`config.mk`:
```
export PLATFORM = sky130hd
export DESIGN_NAME = mlfq_ram
export DESIGN_NICKNAME = d
export VERILOG_FILES = /design/src/rtl/core/mlfq_ram.sv
export SDC_FILE = /design/constraint.sdc
export NUM_CORES = 1
export LEC_CHECK = 0
export BUFFER_PORTS_ARGS = -buffer_cell sky130_fd_sc_hd__buf_4
export CAP_MARGIN = 15
export CORE_MARGIN = 1
export CORE_UTILIZATION = 25
export CTS_CLUSTER_DIAMETER = 50
export DETAILED_ROUTE_END_ITERATION = 8
export GPL_ROUTABILITY_DRIVEN = 0
export SLEW_MARGIN = 30
export SYNTH_ARGS = -nofsm -noshare
export SYNTH_HDL_FRONTEND = slang
export SYNTH_SLANG_ARGS = --single-unit
```
`constraint.sdc`:
```
create_clock -name clock -period 2.85 [get_ports clock]
set_clock_uncertainty 0.15 [all_clocks]
set_input_delay 0.285 -clock clock [delete_from_list [all_inputs] [get_ports clock]]
set_output_delay 0.285 -clock clock [all_outputs]
set_load 0.01 [all_outputs]
```
`src/rtl/core/mlfq_ram.sv`:
```
`timescale 1ns / 1ps
module mlfq_ram #(
   parameter int WIDTH = 8,
   parameter int DEPTH = 64
) (
   input  logic                     clock,
   input  logic                     wr_en,
   input  logic [$clog2(DEPTH)-1:0] wr_addr,
   input  logic [WIDTH-1:0]         wr_data,
   input  logic [$clog2(DEPTH)-1:0] rd_addr,
   output logic [WIDTH-1:0]         rd_data
);
   logic [WIDTH-1:0] mem [DEPTH];
   logic [WIDTH-1:0] rd_data_ff;

   // write one entry, register the read
   always_ff @(posedge clock) begin
      if (wr_en) begin
         mem[wr_addr] <= wr_data;
      end
      rd_data_ff <= mem[rd_addr];
   end
   assign rd_data = rd_data_ff;
endmodule

```
==> results.json <==
{
  "outcome": "complete, no violations",
  "finalSetupViolCount": 0,
  "nFillCells": 7746,
  "max-cap-violations": 0,
  "ant_nets": 0,
  "vias": 9896,
  "grt_max_degree": 65,
  "worstMarginPinSlew_ps": 772,
  "regArea_um2": 15500,
  "path_class": "flop to flop",
  "dp_hpwl_um": 29600,
  "cp_cell_sequence": "mux4_2, mux2_2, o221a_2, nor3_1, buf_4, o32ai_1",
  "cts_tree": "built",
  "antenna_found_initial": 1,
  "cp-start-kind": "flop",
  "die_w_um": 286,
  "grt_pass1_wl_um": 69600,
  "synthMuxAreaShare_pct": 15.9,
  "power.density_nw_per_um2": 665,
  "finalNetCount": 1097,
  "drc_errors": 0,
  "critPathMaxFanout": 1,
  "max_freq_ghz": 0.389,
  "fin_crit_ps": 2570,
  "clkTransAtPathRegs_ps": 60,
  "synth-simple-area-share_pct": 3.39,
  "timing.critical_path.buf_inv": 1,
  "rsz0062_at_grt": "false",
  "ys_ff_latch": 520,
  "post-synth-top-area-cell": "edfxtp_1",
  "dieArea_um2": 81800,
  "rows": 103,
  "ys.warnings.count": 0,
  "cts_made_buffers": 50,
  "area_delta_synth_final_pct": 18.4,
  "cts.repair.resized": 0,
  "synth_area_leaders": "edfxtp_1 76%, mux4_2 14%, nor2_1 1.5%, mux2i_1 1.1%, dfxtp_1 0.79%",
  "worstPathArrival_ps": 2850,
  "power.leakage_uw": 0.00744,
  "h-tree-depth": 2,
  "tns_ps": 0,
  "via_per_inst": 4.57,
  "drtPass1Iterations": 5,
  "yosysSeqAreaShare_pct": 77.0,
  "core_um2": 79400,
  "grt_pass1_vias": 10295,
  "stdcell_area_um2": 23900,
  "clk_path_buf_depth": 3,
  "critPathTopFamily": "multiplexers",
  "worst-endpoint-required_ps": 3140,
  "io_buffers": 29,
  "synth_area_um2": 20200,
  "dr.first_iter.drc_count": 1058,
  "drt-wirelength-per-cell_um": 21.5,
  "holdCritPathClass": "primary input to flop",
  "synth_fa_ha_area_share_pct": 0,
  "peakVddDrop_uv": 584,
  "synth_top_family_by_area": "multiplexers",
  "critPathMaxStageDelay_ps": 570,
  "final_util_pct": 30.1,
  "insertion_delay_ps": 580,
  "place_area_um2": 22200,
  "period_share_pct": 90.1,
  "overflow": 0,
  "initial_core_util_pct": 25.4,
  "routed_wl_um": 46700,
  "synth_xor_area_share_pct": 0,
  "maxSlewViolCount": 0,
  "cp-end-kind": "flop",
  "synth_compound_area_share_pct": 2.07,
  "timing.slew.headroom_pct": 48.3,
  "multi_input_area_um2": 4320,
  "grt_usage_pct": 11.4,
  "root_buffer": "clkbuf_16",
  "io_pins": 30,
  "drive_above_1_share_pct": 30.5,
  "synth.avg_cell_area_um2": 21.5,
  "die_h_um": 286,
  "final_hold_viol_count": 0,
  "synth_top_area_share_pct": 76.2,
  "synthCells": 940,
  "synth_cell_types": 40,
  "syn_nets": 962,
  "clock-sinks": 520,
  "crit_slowest_cell": "nor3_1"
}
[worst min-delay path: stages]
cell,delay (ps)
buf_4,210
nand2_1,140
o2bb2ai_1,120
[Yosys cell counts]
library cell and count:
buf_6 4, nor2_1 83, o221ai_1 8, dfxtp_1 8
o32ai_1 2, nand4_1 2, edfxtp_1 512, buf_2 11
mux2_2 13, nand4b_1 1, o221a_2 2, nand2b_1 7
or3_1 1, nor4_1 2, a21oi_1 3, buf_1 4
mux2i_1 23, a22oi_1 3, o22ai_1 8, o21a_1 2
mux4_2 126, nor2b_1 14, o41ai_1 2, o2111ai_1 3
nand3_1 13, nand2_1 19, nand3b_1 3, a211oi_1 4
a221oi_1 6, a31oi_1 1, o2bb2ai_1 3, o21ai_0 2
o311ai_1 1, a2111oi_0 2, o21ai_1 2, buf_12 2
nor3_1 7, clkbuf_1 17, and2_1 1, buf_4 13
[layer usage]
layer / track usage, % / wire length [um]
met5: 0 / 0
met4: 2.90 / 980
met3: 2.65 / 3640
met2: 17.9 / 21700
met1: 16.0 / 20300
[flip-flops by register name, summed over array words and instances, names as in the netlist]
| name | flops |
|---|---|
| mem | 512 |
| rd_data | 8 |
[cell type report]
| type | count | area share (%) |
|---|---|---|
| diodes | 2 | 0.0210 |
| repair buffers | 134 | 4.54 |
| well taps | 1050 | 5.50 |
| multi-input cells | 369 | 18.1 |
| flip-flops and latches | 520 | 65.1 |
| clock buffers | 65 | 5.56 |
| clock inverters | 27 | 1.21 |
[placed cells by master (no fill, tap or decap), types with 3 or more instances in the layout]
cell type	instances
buf_12	5
clkinv_1	11
edfxtp_1	512
nand3_1	13
nor2b_1	14
clkbuf_16	50
mux2_2	13
nand3b_1	3
a22oi_1	3
nor3_1	7
a211oi_1	4
dfxtp_1	8
clkinvlp_4	3
a221oi_1	6
nand2b_1	7
mux4_2	126
o2111ai_1	3
dlygate4sd3_1	4
o22ai_1	8
clkbuf_8	3
mux2i_1	23
o2bb2ai_1	3
bufinv_16	5
clkinv_2	3
a21oi_1	3
o221ai_1	8
nor2_1	83
nand2_1	19
clkbuf_1	13
buf_4	124
[where the power goes]
part	total, uW	switching (uW)	internal, uW
logic	832	499	333
clock network	6540	2790	3750
registers	8500	36.6	8460
[worst paths after layout]
kind                   start    endpoint  slack, ps  cells after the start
setup / recovery  mem[16][6]  rd_data[6]        280                      6
hold / removal    rd_addr[4]  rd_data[1]         80                      3
setup reg to reg  mem[16][6]  rd_data[6]        280                      6
hold reg to reg    mem[0][7]  rd_data[7]        730                      4
[per-stage QoR]
step	worst slack [ps]	power (uW)	hold WS, ps	instances
finish	282	15900	76.1	2167
global placement	-24.5	9490	536	2069
floorplan	747	9100	234	940
global route	205	16400	55.8	2165
detailed placement	-74.5	9500	537	2069
CTS	371	16000	40.0	2165
[timing repair]
action / CTS / global route
hold buffers: 4 / 0
endpoints found under the hold margin: 9 / 0
endpoints found under the setup margin: 0 / 0
buffers inserted: 0 / 0
[cell families (layout without fill, tap and decap cells)]
logic type      after synthesis  count (layout)
flops                       520             520
buf+inv                      51             226
mux                         162             162
compound gates               54              54
simple gates                153             153
other cells                   0               2
Power figures use the tool's default switching activity.
